$ cat src/hdl/pvb_pkg.sv
// ----------------------------------------------------------------------------
// pvb_pkg
// Shared constants for the vibrance pipeline: luma weights, fixed-point
// fraction widths and default sizes.
// ----------------------------------------------------------------------------
package pvb_pkg;

    // Default component width (unsigned Q0.B)
    localparam int COMPONENT_BITS_DEF = 16;

    // Luma weights, Q0.16, sum is exactly 1.0
    localparam int LUMA_FRAC = 16;
    localparam logic [LUMA_FRAC-1:0] LUMA_WEIGHT [3] = '{16'd13933, 16'd46871, 16'd4732};

    // Vibrance amount register, signed Q2.14
    localparam int AMOUNT_W    = 16;
    localparam int AMOUNT_FRAC = 14;

    // Queue between front and back
    localparam int QUEUE_DEPTH_DEF = 4;

    // Register stages in the back pipeline, output register included
    localparam int BACK_STAGES = 9;

    // Channel lanes
    localparam int CH_RED   = 0;
    localparam int CH_GREEN = 1;
    localparam int CH_BLUE  = 2;
    localparam int NUM_CH   = 3;

endpackage

$ cat src/hdl/pvb_fifo.sv
// ----------------------------------------------------------------------------
// pvb_fifo
// Short first-in first-out queue decoupling the front stage from the
// arithmetic pipeline.
// ----------------------------------------------------------------------------
module pvb_fifo import pvb_pkg::*; #(
    parameter int WIDTH = 66,
    parameter int DEPTH = QUEUE_DEPTH_DEF
) (
    input  logic             i_clk,
    input  logic             i_rst_n,
    input  logic             i_push,
    input  logic [WIDTH-1:0] i_data,
    output logic             o_full,
    input  logic             i_pop,
    output logic             o_valid,
    output logic [WIDTH-1:0] o_data
);

    localparam int AW = (DEPTH > 1) ? $clog2(DEPTH) : 1;
    localparam int CW = $clog2(DEPTH + 1);

    logic [WIDTH-1:0] r_mem [DEPTH];
    logic [AW-1:0]    r_wr_ptr;
    logic [AW-1:0]    r_rd_ptr;
    logic [CW-1:0]    r_count;
    logic             w_push_ok;
    logic             w_pop_ok;

    assign o_full    = (r_count == CW'(DEPTH));
    assign o_valid   = (r_count != '0);
    assign w_push_ok = i_push && !o_full;
    assign w_pop_ok  = i_pop && o_valid;
    assign o_data    = r_mem[r_rd_ptr];

    always_ff @(posedge i_clk) begin
        if (!i_rst_n) begin
            r_wr_ptr <= '0;
            r_rd_ptr <= '0;
            r_count  <= '0;
        end else begin
            if (w_push_ok) begin
                r_wr_ptr <= (r_wr_ptr == AW'(DEPTH - 1)) ? '0 : r_wr_ptr + 1'b1;
            end
            if (w_pop_ok) begin
                r_rd_ptr <= (r_rd_ptr == AW'(DEPTH - 1)) ? '0 : r_rd_ptr + 1'b1;
            end
            case ({w_push_ok, w_pop_ok})
                2'b10:   r_count <= r_count + 1'b1;
                2'b01:   r_count <= r_count - 1'b1;
                default: r_count <= r_count;
            endcase
        end
        if (w_push_ok) begin
            r_mem[r_wr_ptr] <= i_data;
        end
    end

    a_count_bound: assert property (@(posedge i_clk) disable iff (!i_rst_n)
        r_count <= CW'(DEPTH))
        else $error("pvb_fifo: occupancy beyond depth");

    a_empty_hold: assert property (@(posedge i_clk) disable iff (!i_rst_n)
        (!o_valid && !i_push) |=> !o_valid)
        else $error("pvb_fifo: entry appeared without a push");

endmodule

$ cat config.mk
export PLATFORM = sky130hd
export DESIGN_NAME = pvb_fifo
export DESIGN_NICKNAME = d
export VERILOG_FILES = /design/src/hdl/pvb_pkg.sv /design/src/hdl/pvb_fifo.sv
export SDC_FILE = /design/constraint.sdc
export NUM_CORES = 1
export LEC_CHECK = 0
export ABC_AREA = 1
export BUFFER_PORTS_ARGS = -buffer_cell sky130_fd_sc_hd__buf_4
export CORE_MARGIN = 3
export CORE_UTILIZATION = 45
export CTS_BUF_LIST = sky130_fd_sc_hd__clkbuf_16
export DETAILED_ROUTE_END_ITERATION = 6
export GPL_TIMING_DRIVEN = 0
export HOLD_SLACK_MARGIN = 0.03
export PLACE_DENSITY_LB_ADDON = 0.15
export SYNTH_ARGS = -nofsm -noshare
export SYNTH_HDL_FRONTEND = slang
export SYNTH_SLANG_ARGS = --single-unit
export TNS_END_PERCENT = 5
$ cat constraint.sdc
create_clock -name i_clk -period 4.7 [get_ports i_clk]
set_input_delay 0.47 -clock i_clk [delete_from_list [all_inputs] [get_ports i_clk]]
set_output_delay 0.47 -clock i_clk [all_outputs]
set_load 0.05 [all_outputs]
[Word level (Yosys, flattened, before mapping)]
Memories as Yosys holds them, arrays and structs flattened. A register that Yosys moved wholly into a read port is not among the register bits.
Cells that the tools add are included.
Operators by class
  eq/ne operators: 5
  $add $sub $neg: 4
  muxes and demuxes: 7
  reduce and logical (&&, ||, !) cells: 5
Operator list (count)
  $mux 2: 4
  $eq 2x2->1 const B: 3
  $pmux 3 s2: 1
  $add 2x1->2 const B: 2
  $add 3x1->3 const B: 1
  $eq 3x3->1 const B: 1
  $reduce_bool 3->1: 1
  $sub 3x1->3 const B: 1
  $eq 2x1->1 const B: 1
  $logic_and 1x1->1: 2
  $mux 1: 2
  $reduce_bool 2->1: 1
  $logic_not 1->1: 1
Word-level totals
  word-level logic and storage cells: 25
  memory bits (writable): 264
  memories: 1
  bits in registers: 7
Memory list
  r_mem: words 4, bits a word 66, rd ports 1, clocked after Yosys merged registers in 1, wr ports 1, RTL line pvb_fifo.sv:23  | logic [WIDTH-1:0] r_mem [DEPTH];

[Longest topological paths before layout]
  depth in word-level cells: 5
  depth in mapped cells: 13
  gate-level depth less buffers: 13

[Worst setup path after synthesis]
No wires, ideal clock.
  kind: input to register
  from: input port i_push
  to: memory r_mem[0][0], enable pin
  stages on the path: 2
  setup slack: 0.797 ns
  setup time: 0.491 ns
  data arrival time: 3.412 ns
  required time: 4.209 ns
  path buffers: 0
  cell sequence: nand2_1 > nor2_1
Between the ends
  longest elaborated chain between the ends: 3
RTL lines
  start: declaration: RTL line pvb_fifo.sv:12  | input logic i_push,
  $logic_and 1x1->1: RTL line pvb_fifo.sv:32  | assign w_push_ok = i_push && !o_full;
  $mux 1: RTL line pvb_fifo.sv:54  | if (w_push_ok) begin
  $mux 1 (implied by the code): RTL line pvb_fifo.sv:55  | r_mem[r_wr_ptr] <= i_data;
  end: declaration: RTL line pvb_fifo.sv:23
No other way between the ends.

==> metrics.yaml <==
outcome: "complete, no violations"
synth_nets: 785
post-route-min-period_ps: 2920
crit_fanout: 10
ir_drop_mv: 0.492
skew_ps: 18.6
drt_iter0_markers: 421
num_rows: 56
power.switching_mw: 3.45
grt_overflow: 0
critPathKind: "flop to output port"
synth_top_family_by_area: "compound AO/OA/AOI/OAI gates"
combinationalPowerShare_pct: 41.0
end_kind: "output port"
dp_cells: 1172
worstPathArrival_ps: 2450
ant_nets: 0
die_area_um2: 26100
routabilityCongestion: 0.721
cp-start-kind: "flop"
drv_slew: 0
hold_slack_ps: 130
clock_latency_ps: 540
pwr-share-clk_pct: 24.1
synthCells: 708
grt_use_met1_pct: 24.0
fmax_mhz: 342
layout_commonest_cell: "edfxtp_1"
path_clk_slew_ps: 60
synth_warnings: 0
finalNetCount: 960
wl_per_cell_um: 20.0
viasPerCell: 5.28
synth.area.top_cells: "edfxtp_1 (73%), o21ai_0 (5.5%), o22ai_2 (4.6%)"
critPathRequiredTime_ps: 4230
ys_seq_area_share_pct: 74.6
grt_pass1_vias: 6958
hpwlAfterDp_um: 15700
r2r_start: "r_count[1]$_SDFFE_PN0P_"
period_share_pct: 62.2
cts_buffer_depth: 3
cts_made_buffers: 28
hold_viol_final: 0
met2_usage_pct: 31.9
dieWidth_um: 161
grt_max_degree: 27
gr-usage-all-layers_pct: 18.6
swShare_pct: 40.2
cts_resized: 0
finalNonFillerCells: 1224
ys_seq_elements: 273
dpl_cell_area_um2: 12500
syn2layout_area_growth_pct: 23.0
p_per_area_nw_per_um2: 641
placement.io_buffers: 137
fin_area_um2: 13400
vias: 6468
use_met3_pct: 3.51
busiest_layer: "met2"
drt-pass1-iter-count: 4
drc: 0
cts.sinks: 273
ys_types: 25
finalWorstSetupSlack_ps: 1780
internal_power_mw: 5.13
cts_setup_buffers: 0
tritoncts: "built"
post-place-ws_ps: 2300
design.core.area_um2: 23600
postSynthAreaPerCell_um2: 15.4
synth_top_area_share_pct: 72.9
synth_xor_area_share_pct: 0
routed_wl_um: 24500
tightest_slew_ps: 957
cts_hold_buf: 0
hold_class: "input port to flop"
slew_headroom_pct: 36.1
synth-simple-area-share_pct: 8.67
synthAdderAreaFrac_pct: 0.875
p_seq_share_pct: 34.9
setup_viol: 0
rsz0062_at_grt: "false"
yosysTopAreaCell: "edfxtp_1"
ctsHtreeMaxLevel: 1
fillCellCount: 1926
grt_pass1_wl_um: 37700
hold_start: "i_data[38]"
drive_gt1_share_pct: 32.9
initial_utilization_pct: 46.0
synth-compound-area-share_pct: 12.5
maxCapViolCount: 0
synth_area_um2: 10900
cts-root-buf: "clkbuf_16"
diodes: 0
synth_mux_area_share_pct: 0
die_h_um: 161
pin_count: 138
antenna_found_initial: 0
final_cell_mix: "edfxtp_1 (264), buf_4 (138), o21ai_0 (120)"
p_leak_nw: 4.67
==> sequential cells by signal (all words and copies together) (netlist names), named ones only <==
| signal | cells |
|---|---|
| r_count | 3 |
| r_rd_ptr | 2 |
| r_wr_ptr | 2 |
| r_mem | 264 |
==> Yosys cell counts <==
cell type  instances
nor2_4            40
ha_1               6
o22ai_2           40
o21ai_0          120
inv_1             16
nand3_1            1
a21oi_1            3
inv_6              1
fa_1               1
buf_2              9
edfxtp_1         264
nand4_1            1
buf_4              1
o21ai_1           10
dfxtp_1            9
inv_2              1
nor2_1           101
nand3b_1           1
buf_12             5
nor2_2             6
o22ai_1           26
nand2_1           15
o21ai_2            4
clkbuf_1          22
buf_6              5
==> power groups by stage <==
stage / Clock (mW) / Sequential [mW] / Combinational (mW)
detailed placement: 0 / 3.05 / 3.55
global route: 2.22 / 3.01 / 3.73
CTS: 2.10 / 3.00 / 3.56
finish: 2.06 / 3.00 / 3.52
floorplan: 0 / 3.05 / 2.42
global placement: 0 / 3.08 / 3.43
==> final timing paths <==
kind	slack [ps]	endpoint	depth (start not counted)
worst max-delay path	1780	o_data[24]	6
worst min-delay path	130	r_mem[3][38]$_DFFE_PP_	1
worst max register to register	2420	r_mem[2][1]$_DFFE_PP_	5
worst min register to register	570	r_count[0]$_SDFFE_PN0P_	2
==> layout make-up <==
type | count | area [um^2] | share of cell area, %
sequential | 273 | 8110 | 60.6
multi-input combinational | 375 | 2430 | 18.2
timing repair buffer | 145 | 1200 | 9.00
clock buffer | 28 | 701 | 5.24
tap | 319 | 399 | 2.98
buffer | 42 | 292 | 2.18
clock inverter | 24 | 171 | 1.28
inverter | 18 | 72.6 | 0.542
==> kinds of logic (layout without fill, tap and decap cells) <==
family | after synthesis | in the layout
flip-flops | 273 | 273
AO/OA/AOI/OAI | 203 | 203
AND/OR/NAND/NOR | 165 | 165
buffers and inverters | 60 | 257
adder cells (fa/ha/maj) | 7 | 7
==> worst max-delay path: stages, from the launching register on <==
cell and delay, ps:
dfxtp_1 440, buf_6 230, inv_6 100, clkbuf_1 430, o21ai_0 160, o22ai_1 290, buf_4 270
==> stage by stage <==
step	total power [mW]	util [%]	TNS [ps]
final	8.58	56.7	0
after global routing	8.97	56.7	0
after CTS	8.66	56.7	0
after detailed placement	6.60	53.0	0
after global placement	6.51	52.1	-446200
after floorplan	5.47	-	0
==> routing by layer <==
| layer | part of all wire (%) | vias to the layer above |
|---|---|---|
| li1 | - | 3000 |
| met1 | 42 | 3236 |
| met2 | 50 | 189 |
| met3 | 5.6 | 43 |
| met4 | 2.6 | 0 |
| met5 | 0 | - |
Power figures use the tool's default switching activity.
