--- config.mk ---
export PLATFORM = sky130hd
export DESIGN_NAME = pvb_front
export DESIGN_NICKNAME = d
export VERILOG_FILES = /design/src/hdl/pvb_pkg.sv /design/src/hdl/pvb_front.sv
export SDC_FILE = /design/constraint.sdc
export NUM_CORES = 1
export LEC_CHECK = 0
export ABC_AREA = 1
export BUFFER_PORTS_ARGS = -buffer_cell sky130_fd_sc_hd__buf_2
export CAP_MARGIN = 20
export CORE_ASPECT_RATIO = 0.8
export CORE_MARGIN = 5
export CORE_UTILIZATION = 40
export CTS_CLUSTER_DIAMETER = 60
export DETAILED_ROUTE_END_ITERATION = 8
export GPL_TIMING_DRIVEN = 0
export PLACE_DENSITY = 0.78
export SYNTH_ARGS = -nofsm -noshare
export SYNTH_HDL_FRONTEND = slang
export SYNTH_SLANG_ARGS = --single-unit
--- constraint.sdc ---
create_clock -name i_clk -period 5.3 [get_ports i_clk]
set_input_delay 1.06 -clock i_clk [delete_from_list [all_inputs] [get_ports i_clk]]
set_output_delay 1.06 -clock i_clk [all_outputs]
set_load 0.02 [all_outputs]
--- src/hdl/pvb_pkg.sv ---
// ----------------------------------------------------------------------------
// pvb_pkg
// Shared constants for the vibrance pipeline: luma weights, fixed-point
// fraction widths and default sizes.
// ----------------------------------------------------------------------------
package pvb_pkg;

    // Default component width (unsigned Q0.B)
    localparam int COMPONENT_BITS_DEF = 16;

    // Luma weights, Q0.16, sum is exactly 1.0
    localparam int LUMA_FRAC = 16;
    localparam logic [LUMA_FRAC-1:0] LUMA_WEIGHT [3] = '{16'd13933, 16'd46871, 16'd4732};

    // Vibrance amount register, signed Q2.14
    localparam int AMOUNT_W    = 16;
    localparam int AMOUNT_FRAC = 14;

    // Queue between front and back
    localparam int QUEUE_DEPTH_DEF = 4;

    // Register stages in the back pipeline, output register included
    localparam int BACK_STAGES = 9;

    // Channel lanes
    localparam int CH_RED   = 0;
    localparam int CH_GREEN = 1;
    localparam int CH_BLUE  = 2;
    localparam int NUM_CH   = 3;

endpackage

--- src/hdl/pvb_front.sv ---
// ----------------------------------------------------------------------------
// pvb_front
// Input register stage: takes stream transactions, tags each pixel with a
// bypass flag (amount is zero) and hands it to the queue.
// ----------------------------------------------------------------------------
module pvb_front import pvb_pkg::*; #(
    parameter int COMP_BITS = COMPONENT_BITS_DEF,
    parameter int TDATA_W   = 64
) (
    input  logic                   i_clk,
    input  logic                   i_rst_n,
    input  logic [AMOUNT_W-1:0]    i_amount,
    input  logic                   i_tvalid,
    output logic                   o_tready,
    input  logic [TDATA_W-1:0]     i_tdata,   // red, green, blue, alpha
    input  logic                   i_tlast,
    output logic                   o_valid,
    input  logic                   i_ready,
    output logic [4*COMP_BITS+1:0] o_item     // red, green, blue, alpha, last, bypass
);

    localparam int IW = 4 * COMP_BITS + 2;

    logic          r_vld;
    logic [IW-1:0] r_item;
    logic          w_take;

    // Free slot when empty or the queue takes the held pixel this cycle
    assign o_tready = !r_vld || i_ready;
    assign w_take   = i_tvalid && o_tready;

    always_ff @(posedge i_clk) begin
        if (!i_rst_n) begin
            r_vld <= 1'b0;
        end else if (o_tready) begin
            r_vld <= i_tvalid;
        end
        if (w_take) begin
            r_item <= {(i_amount == '0), i_tlast, i_tdata[4*COMP_BITS-1:0]};
        end
    end

    assign o_valid = r_vld;
    assign o_item  = r_item;

endmodule

After elaboration in Yosys (flattened, before gate mapping)
Index checks and enable logic that the tools add are counted.
{"block": "op_classes", "add_sub_neg": 0, "mul": 0, "n_div": 0, "order_cmp": 0, "n_eq_ne": 0, "shift": 0, "mux": 0, "bitwise": 0, "n_reduce_logical": 4}
{"cell": "logical NOT 16 bit", "count": 1}
{"cell": "logical AND 1 bit", "count": 1}
{"cell": "logical NOT 1 bit", "count": 1}
{"cell": "logical OR 1 bit", "count": 1}
{"block": "word_totals", "ff_bits": 67, "latchBits": 0, "mem_bits_rw": 0, "mem_bits_ro": 0, "in_bits": 85, "output_inout_bits": 68, "word_cells": 6, "n_memories": 0}

Longest topological paths before layout
Gate-level depths: netlist (run 1).
{"block": "depth", "depth_word": 3, "mapped_depth": 5, "mapped_depth_nobuf": 5}

Worst setup path after synthesis (run 1)
No wires, ideal clock.
{"block": "synth_path", "path_type": "in2reg", "start": "input port i_tvalid", "end": "register r_item[0] (netlist: o_item[0]) (enable)", "setup_time_ps": 512, "arrival_ps": 4301, "required_ps": 4788, "slack_ps": 487, "stages": 2, "n_path_buf": 0, "path_cell_list": "inv_1 -> a21oi_1"}
{"block": "synth_between", "elab_chain_cells": 1}
{"item": "start, declared", "line_no": "pvb_front.sv:13", "source": "input logic i_tvalid,"}
{"item": "logical AND 1 bit", "line_no": "pvb_front.sv:30", "source": "assign w_take = i_tvalid && o_tready;"}
{"item": "net w_take", "line_no": "pvb_front.sv:26", "source": "logic w_take;"}
{"item": "end signal, assigned", "line_no": "pvb_front.sv:39", "source": "r_item <= {(i_amount == '0), i_tlast, i_tdata[4*COMP_BITS-1:0]};"}
{"item": "end, declared", "line_no": "pvb_front.sv:25", "source": "logic [IW-1:0] r_item;"}
The timed path passes the listed nets, and every way through them passes these cells.
A chain may end at the register's enable or synchronous reset.

Worst setup path in the final report (run 1)
{"block": "layout_path", "start": "input port i_ready", "end": "output port o_tready"}
{"block": "layout_between", "elab_chain_cells": 1}
{"item": "start, declared", "line_no": "pvb_front.sv:18", "source": "input logic i_ready,"}
{"item": "logical OR 1 bit", "line_no": "pvb_front.sv:29", "source": "assign o_tready = !r_vld || i_ready;"}
{"item": "end, declared", "line_no": "pvb_front.sv:14", "source": "output logic o_tready,"}
Every way passes these cells.

==> results.sh, run 1 <==
export IMPL_whs_ns=0.552
export IMPL_n_antenna_cell=0
export IMPL_syn_avg_cell_area_um2=21.5
export IMPL_synth_cell_types=8
export IMPL_cts_buffers=9
export IMPL_critPathLaunchType="primary input"
export IMPL_hpwlAfterDp_um=4040
export IMPL_grt_use_total=0.153
export IMPL_drv_cap=0
export IMPL_ys_warn_count=0
export IMPL_first_pass_iters=4
export IMPL_num_rows=23
export IMPL_synthTopCellsByArea="edfxtp_1, inv_1, nand2_1"
export IMPL_period_needed_ns=2.54
export IMPL_yosysTopAreaCellShare=0.931
export IMPL_drt_iter0_drc=71
export IMPL_total_power_mw=1.25
export IMPL_nets=349
export IMPL_postCtsSetupBuffers=0
export IMPL_vias=1454
export IMPL_worstPathMaxFanout=2
export IMPL_ir_drop_uv=261
export IMPL_grt_overflow=0
export IMPL_place_gp_congestion=0.732
export IMPL_layout_drive_gt1_share=0.632
export IMPL_fp_dieW_um=91.6
export IMPL_crit_type="in -> out"
export IMPL_status="complete, no violations"
export IMPL_postCtsResizedCells=0
export IMPL_wl_um=5090
export IMPL_slew_headroom=0.815
export IMPL_rsz0062_at_grt="no"
export IMPL_cp_required_ns=4.24
export IMPL_cts_hold_buffers=0
export IMPL_dieHeight_um=75.3
export IMPL_initial_core_util=0.418
export IMPL_final_cell_mix="buf_2, edfxtp_1, inv_1, nand2_1, clkbuf_8"
export IMPL_syn_cell_area_um2=2130
export IMPL_cts_sinks=67
export IMPL_ctsLongestPathBuffers=2
export IMPL_p_leak_nw=1.49
export IMPL_wl_per_cell_um=15.4
export IMPL_ios=153
export IMPL_drc=0
export IMPL_path_clk_slew_ns=0.07
export IMPL_max_freq_mhz=394
export IMPL_clock_root_buffer="clkbuf_8"
export IMPL_finalCritPeriodShare=0.479
export IMPL_fin_ws_ns=2.76
export IMPL_fin_skew_ns=0.00371
export IMPL_antenna_found_initial=0
export IMPL_finalHoldViolCount=0
export IMPL_hold_path_class="reg -> reg"
export IMPL_viasPerCell=4.39
export IMPL_syn2layout_area_growth_pct=53.1
export IMPL_insertion_delay_ns=0.33
export IMPL_power_density_nw_per_um2=383
export IMPL_dp_slack_ns=2.76
export IMPL_grt_max_degree=34
export IMPL_synthesis_nets=184
export IMPL_drv_slew=0
export IMPL_synth_area_leader_cell="edfxtp_1"
export IMPL_cts_tree="built"
export IMPL_syn_inst=99
export IMPL_setup_violations_final=0
export IMPL_first_global_vias=1507
export IMPL_final_common_cell="buf_2"
export IMPL_end_kind="output port"
export IMPL_htreeDepth=3
export IMPL_ant_nets=0
export IMPL_ys_seq_area_frac=0.940
export IMPL_startpoint="i_ready"
export IMPL_worstMarginPinSlew_ns=0.276
export IMPL_core_area_um2=5090
export IMPL_grt_pass1_wl_um=7630
export IMPL_crit_arrival_ns=1.48
export IMPL_post_route_util=0.640
export IMPL_hp_start="o_valid"
export IMPL_worstReg2RegStart="o_valid"
export IMPL_die_area_um2=6890
export IMPL_io_buffers=152
export IMPL_synth_seq_cells=67
[path summary, 6_finish.rpt]
check / to / slack (ns) / depth (start not counted)
max: o_tready / 2.76 / 4
min: o_valid / 0.55 / 2
max reg2reg: o_item[62] / 4.12 / 2
min reg2reg: o_valid / 0.55 / 2
[report_power, final]
| part | switching [mW] | internal (mW) |
|---|---|---|
| Clock | 0.189 | 0.314 |
| Combinational | 0.0735 | 0.0468 |
| Sequential | 0.00712 | 0.618 |
| Total | 0.270 | 0.979 |
[flip-flops by register name, indices dropped and copies added (netlist names)]
| signal | count |
|---|---|
| o_valid | 1 |
| o_item | 66 |
[synth_stat cells]
library cell,number
edfxtp_1,66
inv_1,14
nand2_1,9
nor2_1,6
a21boi_0,1
a21oi_1,1
and2_1,1
dfxtp_1,1
[cells by family after synthesis]
group | after synthesis | synth area share
flip-flops | 67 | 0.940
AO/OA/AOI/OAI | 2 | 0.00587
buffers and inverters | 14 | 0.0247
AND/OR/NAND/NOR | 16 | 0.0294
[metrics by stage]
step	std cells	cell area [um^2]	TNS [ns]
2_1_floorplan	99	2130	0
3_3_place_gp	313	2970	-39.10
3_5_place_dp	315	3020	0
4_1_cts	331	3260	0
5_1_grt	331	3260	0
6_report	331	3260	0
[critical path, cell delays in order]
cell and delay (ns):
buf_2 0.09, inv_1 0.09, nand2_1 0.07, buf_2 0.16
[layout make-up]
type / count / area [um^2]
Clock buffer: 10 / 128
Timing Repair Buffer: 154 / 801
Tap cell: 62 / 77.6
Inverter: 14 / 52.6
Sequential cell: 67 / 2000
Fill cell: 390 / 1830
Multi-Input combinational cell: 18 / 86.3
Clock inverter: 6 / 113
[layer usage]
metal | track usage | part of all wire | vias up
met5 | 0 | 0 | -
met4 | 0.0753 | 0.016 | 0
met3 | 0.0679 | 0.14 | 9
met2 | 0.260 | 0.51 | 106
met1 | 0.168 | 0.33 | 653
li1 | - | - | 686
Power figures use the tool's default switching activity.
==> run 2: changes to the inputs <==
Clock period 5.3 ns to 2.35 ns, I/O delays scaled along.
==> results.sh, run 2 (synthesis gave the netlist of run 1 again) <==
export IMPL_hold_path_class="in -> reg"
export IMPL_period_needed_ns=1.47
export IMPL_dieHeight_um=75.3
export IMPL_postCtsResizedCells=0
export IMPL_initial_core_util=0.418
export IMPL_ir_drop_uv=525
export IMPL_dpl_cell_area_um2=3030
export IMPL_drv_slew=0
export IMPL_nets=349
export IMPL_insertion_delay_ns=0.33
export IMPL_num_rows=23
export IMPL_cp_required_ns=1.88
export IMPL_total_power_mw=2.73
export IMPL_fp_dieW_um=91.6
export IMPL_worstMarginPinSlew_ns=0.501
export IMPL_setup_violations_final=0
export IMPL_status="complete, no violations"
export IMPL_finalCritPeriodShare=0.625
export IMPL_worstPathMaxFanout=3
export IMPL_ctsLongestPathBuffers=2
export IMPL_design_area_um2=3250
export IMPL_fill_cells=391
export IMPL_first_global_vias=1516
export IMPL_core_area_um2=5090
export IMPL_cp_slowest_cell="dfxtp_1"
export IMPL_cts_sinks=67
export IMPL_die_area_um2=6890
export IMPL_clock_root_buffer="clkbuf_8"
export IMPL_fin_skew_ns=0.00773
export IMPL_grt_max_degree=34
export IMPL_path_clk_slew_ns=0.08
export IMPL_rsz0062_at_grt="no"
export IMPL_p_leak_nw=1.48
export IMPL_cts_hold_buffers=0
export IMPL_final_common_cell="buf_2"
export IMPL_syn2layout_area_growth_pct=52.6
export IMPL_hpwlAfterDp_um=3960
export IMPL_grt_pass1_wl_um=7260
export IMPL_cpPeakStageDelay_ns=0.41
export IMPL_drc=0
export IMPL_wl_um=5020
export IMPL_largest_register_ffs=66
export IMPL_crit_type="reg -> out"
export IMPL_critPathLaunchType="flip-flop"
export IMPL_postCtsSetupBuffers=0
export IMPL_drv_cap=0
export IMPL_ant_nets=0
export IMPL_place_gp_congestion=0.692
export IMPL_io_buffers=152
export IMPL_end_kind="output port"
export IMPL_power_density_nw_per_um2=840
export IMPL_crit_arrival_ns=1.00
export IMPL_final_cell_mix="buf_2, edfxtp_1, inv_1, nand2_1, clkbuf_8"
export IMPL_vias=1457
export IMPL_path_cells="nand2_1 > buf_2"
export IMPL_cts_tree="built"
export IMPL_viasPerCell=4.40
export IMPL_first_pass_iters=4
export IMPL_slew_headroom=0.665
export IMPL_drt_iter0_drc=79
export IMPL_max_freq_mhz=681
export IMPL_htreeDepth=3
export IMPL_antenna_found_initial=0
export IMPL_wl_per_cell_um=15.2
export IMPL_crit_family="flip-flops"
export IMPL_crit_buf_inv=1
export IMPL_ios=153
export IMPL_grt_use_total=0.146
export IMPL_finalHoldViolCount=0
export IMPL_grt_overflow=0
export IMPL_cts_buffers=9
export IMPL_layout_drive_gt1_share=0.636
export IMPL_n_antenna_cell=0
run 2: layout make-up:
class                   count  area (um^2)  share of cell area
flip-flops and latches     67         2000               0.616
repair buffers            154          808               0.249
clock buffers               9          124              0.0381
clock inverters             7         98.8              0.0304
multi-input cells          18         86.3              0.0266
well taps                  62         77.6              0.0239
inverters                  14         52.6              0.0162
run 2: stage by stage:
| stage | instances | TNS, ns | setup slack (ns) | hold WS [ns] | utilization |
|---|---|---|---|---|---|
| floorplan | 99 | 0 | 0.272 | 0.569 | - |
| global placement | 313 | -10.06 | -0.157 | 0.526 | 0.585 |
| detailed placement | 315 | 0 | 0.699 | 0.558 | 0.594 |
| CTS | 331 | 0 | 0.856 | 0.280 | 0.638 |
| global route | 331 | 0 | 0.797 | 0.272 | 0.638 |
| finish | 331 | 0 | 0.882 | 0.303 | 0.638 |
run 2: power breakdown:
| group | switching, mW | leakage (nW) | total, mW | internal (mW) |
|---|---|---|---|---|
| Sequential | 0.0155 | 0.647 | 1.41 | 1.39 |
| Combinational | 0.167 | 0.726 | 0.275 | 0.107 |
| Clock | 0.440 | 0.110 | 1.04 | 0.604 |
| Total | 0.623 | 1.48 | 2.73 | 2.11 |
run 2: path summary, 6_finish.rpt:
check         startpoint         end  slack, ns  depth (start not counted)
max              o_valid    o_tready       0.88                          2
max reg2reg      o_valid  o_item[57]       0.96                          2
min          i_tdata[13]  o_item[13]       0.30                          1
min reg2reg      o_valid     o_valid       0.57                          2
run 2: metal layers:
layer,vias up,GRT usage,share of wire
li1,688,-,-
met1,652,0.156,0.36
met4,0,0.0652,0.013
met5,-,0,0
met3,9,0.0819,0.15
met2,108,0.240,0.48
==> run 3: changes to the inputs <==
Settings changed: ABC_AREA 1 to 0, CORE_UTILIZATION 40 to 39, PLACE_DENSITY 0.78 to 0.77.
Clock period 2.35 ns to 1.4 ns, I/O delays scaled along.
==> results.sh, run 3 <==
export IMPL_yosysTopAreaCellShare=0.962
export IMPL_n_antenna_cell=0
export IMPL_ys_seq_area_frac=0.972
export IMPL_cp_slowest_cell="and2_4"
export IMPL_syn_inst=76
export IMPL_final_cell_mix="buf_2, edfxtp_1, clkbuf_8, nor4_1, clkinvlp_4"
export IMPL_synth_top_cells_by_count="edfxtp_1, nor4_1"
export IMPL_fin_skew_ns=0.00598
export IMPL_finalCritPeriodShare=0.875
export IMPL_cp_required_ns=1.39
export IMPL_fp_dieW_um=91.2
export IMPL_synth_area_leader_cell="edfxtp_1"
export IMPL_critPathLaunchType="flip-flop"
export IMPL_wl_um=5060
export IMPL_num_rows=23
export IMPL_final_common_cell="buf_2"
export IMPL_hold_path_class="in -> reg"
export IMPL_max_freq_mhz=816
export IMPL_wl_per_cell_um=16.5
export IMPL_die_area_um2=6840
export IMPL_antenna_found_initial=0
export IMPL_dieHeight_um=75.0
export IMPL_final_cells=307
export IMPL_crit_type="reg -> reg"
export IMPL_status="complete, no violations"
export IMPL_yosys_area_share_simple=0.0225
export IMPL_grt_max_degree=34
export IMPL_synth_cell_types=8
export IMPL_syn2layout_area_growth_pct=50.7
export IMPL_cts_tree="built"
export IMPL_synth_compound_area_share=0.00365
export IMPL_synth_xor_area_frac=0
export IMPL_synth_top_family_by_area="simple AND/OR/NAND/NOR gates"
export IMPL_place_gp_congestion=0.696
export IMPL_insertion_delay_ns=0.34
export IMPL_ctsLongestPathBuffers=2
export IMPL_drv_cap=0
export IMPL_synth_seq_cells=67
export IMPL_drc=0
export IMPL_ant_nets=0
export IMPL_first_pass_iters=4
export IMPL_worstPathMaxFanout=33
export IMPL_cts_buffers=9
export IMPL_syn_avg_cell_area_um2=27.1
export IMPL_whs_ns=0.109
export IMPL_slew_headroom=0.704
export IMPL_end_kind="flip-flop"
export IMPL_synthMuxAreaShare=0
export IMPL_path_cells="nand2b_4 > and2_4"
export IMPL_nets=325
export IMPL_largest_register_ffs=66
export IMPL_path_clk_slew_ns=0.08
export IMPL_ys_warn_count=0
export IMPL_grt_pass1_wl_um=7370
export IMPL_io_buffers=152
export IMPL_tns_ns=0
export IMPL_layout_drive_gt1_share=0.702
export IMPL_total_power_mw=4.24
export IMPL_ir_drop_uv=839
export IMPL_first_global_vias=1474
export IMPL_setup_violations_final=0
export IMPL_yosysMostFrequentCell="edfxtp_1"
export IMPL_clock_root_buffer="clkbuf_8"
export IMPL_period_needed_ns=1.23
export IMPL_crit_arrival_ns=1.21
export IMPL_synthesis_nets=161
export IMPL_synthTopCellsByArea="edfxtp_1, nor4_1, dfxtp_1"
export IMPL_cpPeakStageDelay_ns=0.42
export IMPL_ys_flop_type="edfxtp_1"
export IMPL_core_area_um2=5060
export IMPL_finalHoldViolCount=0
export IMPL_power_density_nw_per_um2=1370
export IMPL_place_inst=290
export IMPL_ios=153
export IMPL_drt_iter0_drc=35
export IMPL_synthAdderAreaFrac=0
export IMPL_cts_sinks=67
export IMPL_cts_hold_buffers=0
export IMPL_vias=1361
export IMPL_worstMarginPinSlew_ns=0.443
export IMPL_ys_async_sr_fraction=0
export IMPL_htreeDepth=3
export IMPL_drv_slew=0
export IMPL_grt_use_total=0.150
export IMPL_initial_core_util=0.407
export IMPL_p_leak_nw=1.36
export IMPL_syn_cell_area_um2=2060
export IMPL_viasPerCell=4.43
export IMPL_rsz0062_at_grt="no"
export IMPL_synth_edf_count=66
export IMPL_grt_overflow=0
[run 3: changes by cell type after synthesis, sizes merged]
cell / change
a21oi: -1
inv: -13
nand2b: +1
nand2: -9
nor2: -6
and4: +1
nor4: +4
[run 3: repair_timing]
item / CTS / global route
setup buffers: 0 / 0
setup endpoints to repair: 66 / 0
resized for setup: 1 / 0
[run 3: cell type report]
type	instances	area, um^2
Clock buffer	9	124
Clock inverter	7	60.1
Fill cell	399	1960
Inverter	1	3.75
Multi-Input combinational cell	9	72.6
Sequential cell	67	2010
Tap cell	62	77.6
Timing Repair Buffer	152	761
[run 3: stage by stage]
stage | util | cell area (um^2) | setup slack (ns)
3_5_place_dp | 0.575 | 2910 | -0.179
5_1_grt | 0.613 | 3100 | 0.110
4_1_cts | 0.613 | 3100 | 0.150
6_report | 0.613 | 3100 | 0.175
3_3_place_gp | 0.575 | 2910 | -0.140
2_1_floorplan | - | 2070 | -0.0119
[run 3: logic make-up (layout without fill, tap and decap cells)]
family / count (synthesis) / after routing
compound gates: 1 / 1
flops: 67 / 67
buf+inv: 1 / 169
simple gates: 7 / 8
[run 3: path summary, 6_finish.rpt]
check	startpoint	endpoint	slack, ns	cells after the start
max	o_valid	o_item[36]	0.17	2
min	i_tdata[19]	o_item[19]	0.11	1
max reg2reg	o_valid	o_item[36]	0.17	2
min reg2reg	o_valid	o_valid	0.57	2
[run 3: critical path: cells and delay by family, from the launching register on]
kind	cells	cell delay (ns)
flip-flops	1	0.36
AND/OR/NAND/NOR	2	0.49
[run 3: routing by layer]
layer  GRT usage  up-vias  wire length, um
li1            -      638                -
met1       0.143      632             1560
met2       0.266       82             2800
met3      0.0869        9              629
met4      0.0733        0               71
met5           0        -                0
[run 3: report_power, final]
group	internal, mW	leakage (nW)	switching (mW)
clock	0.668	0.0844	0.775
sequential	2.34	0.648	0.0249
combinational	0.163	0.628	0.271
total	3.17	1.36	1.07
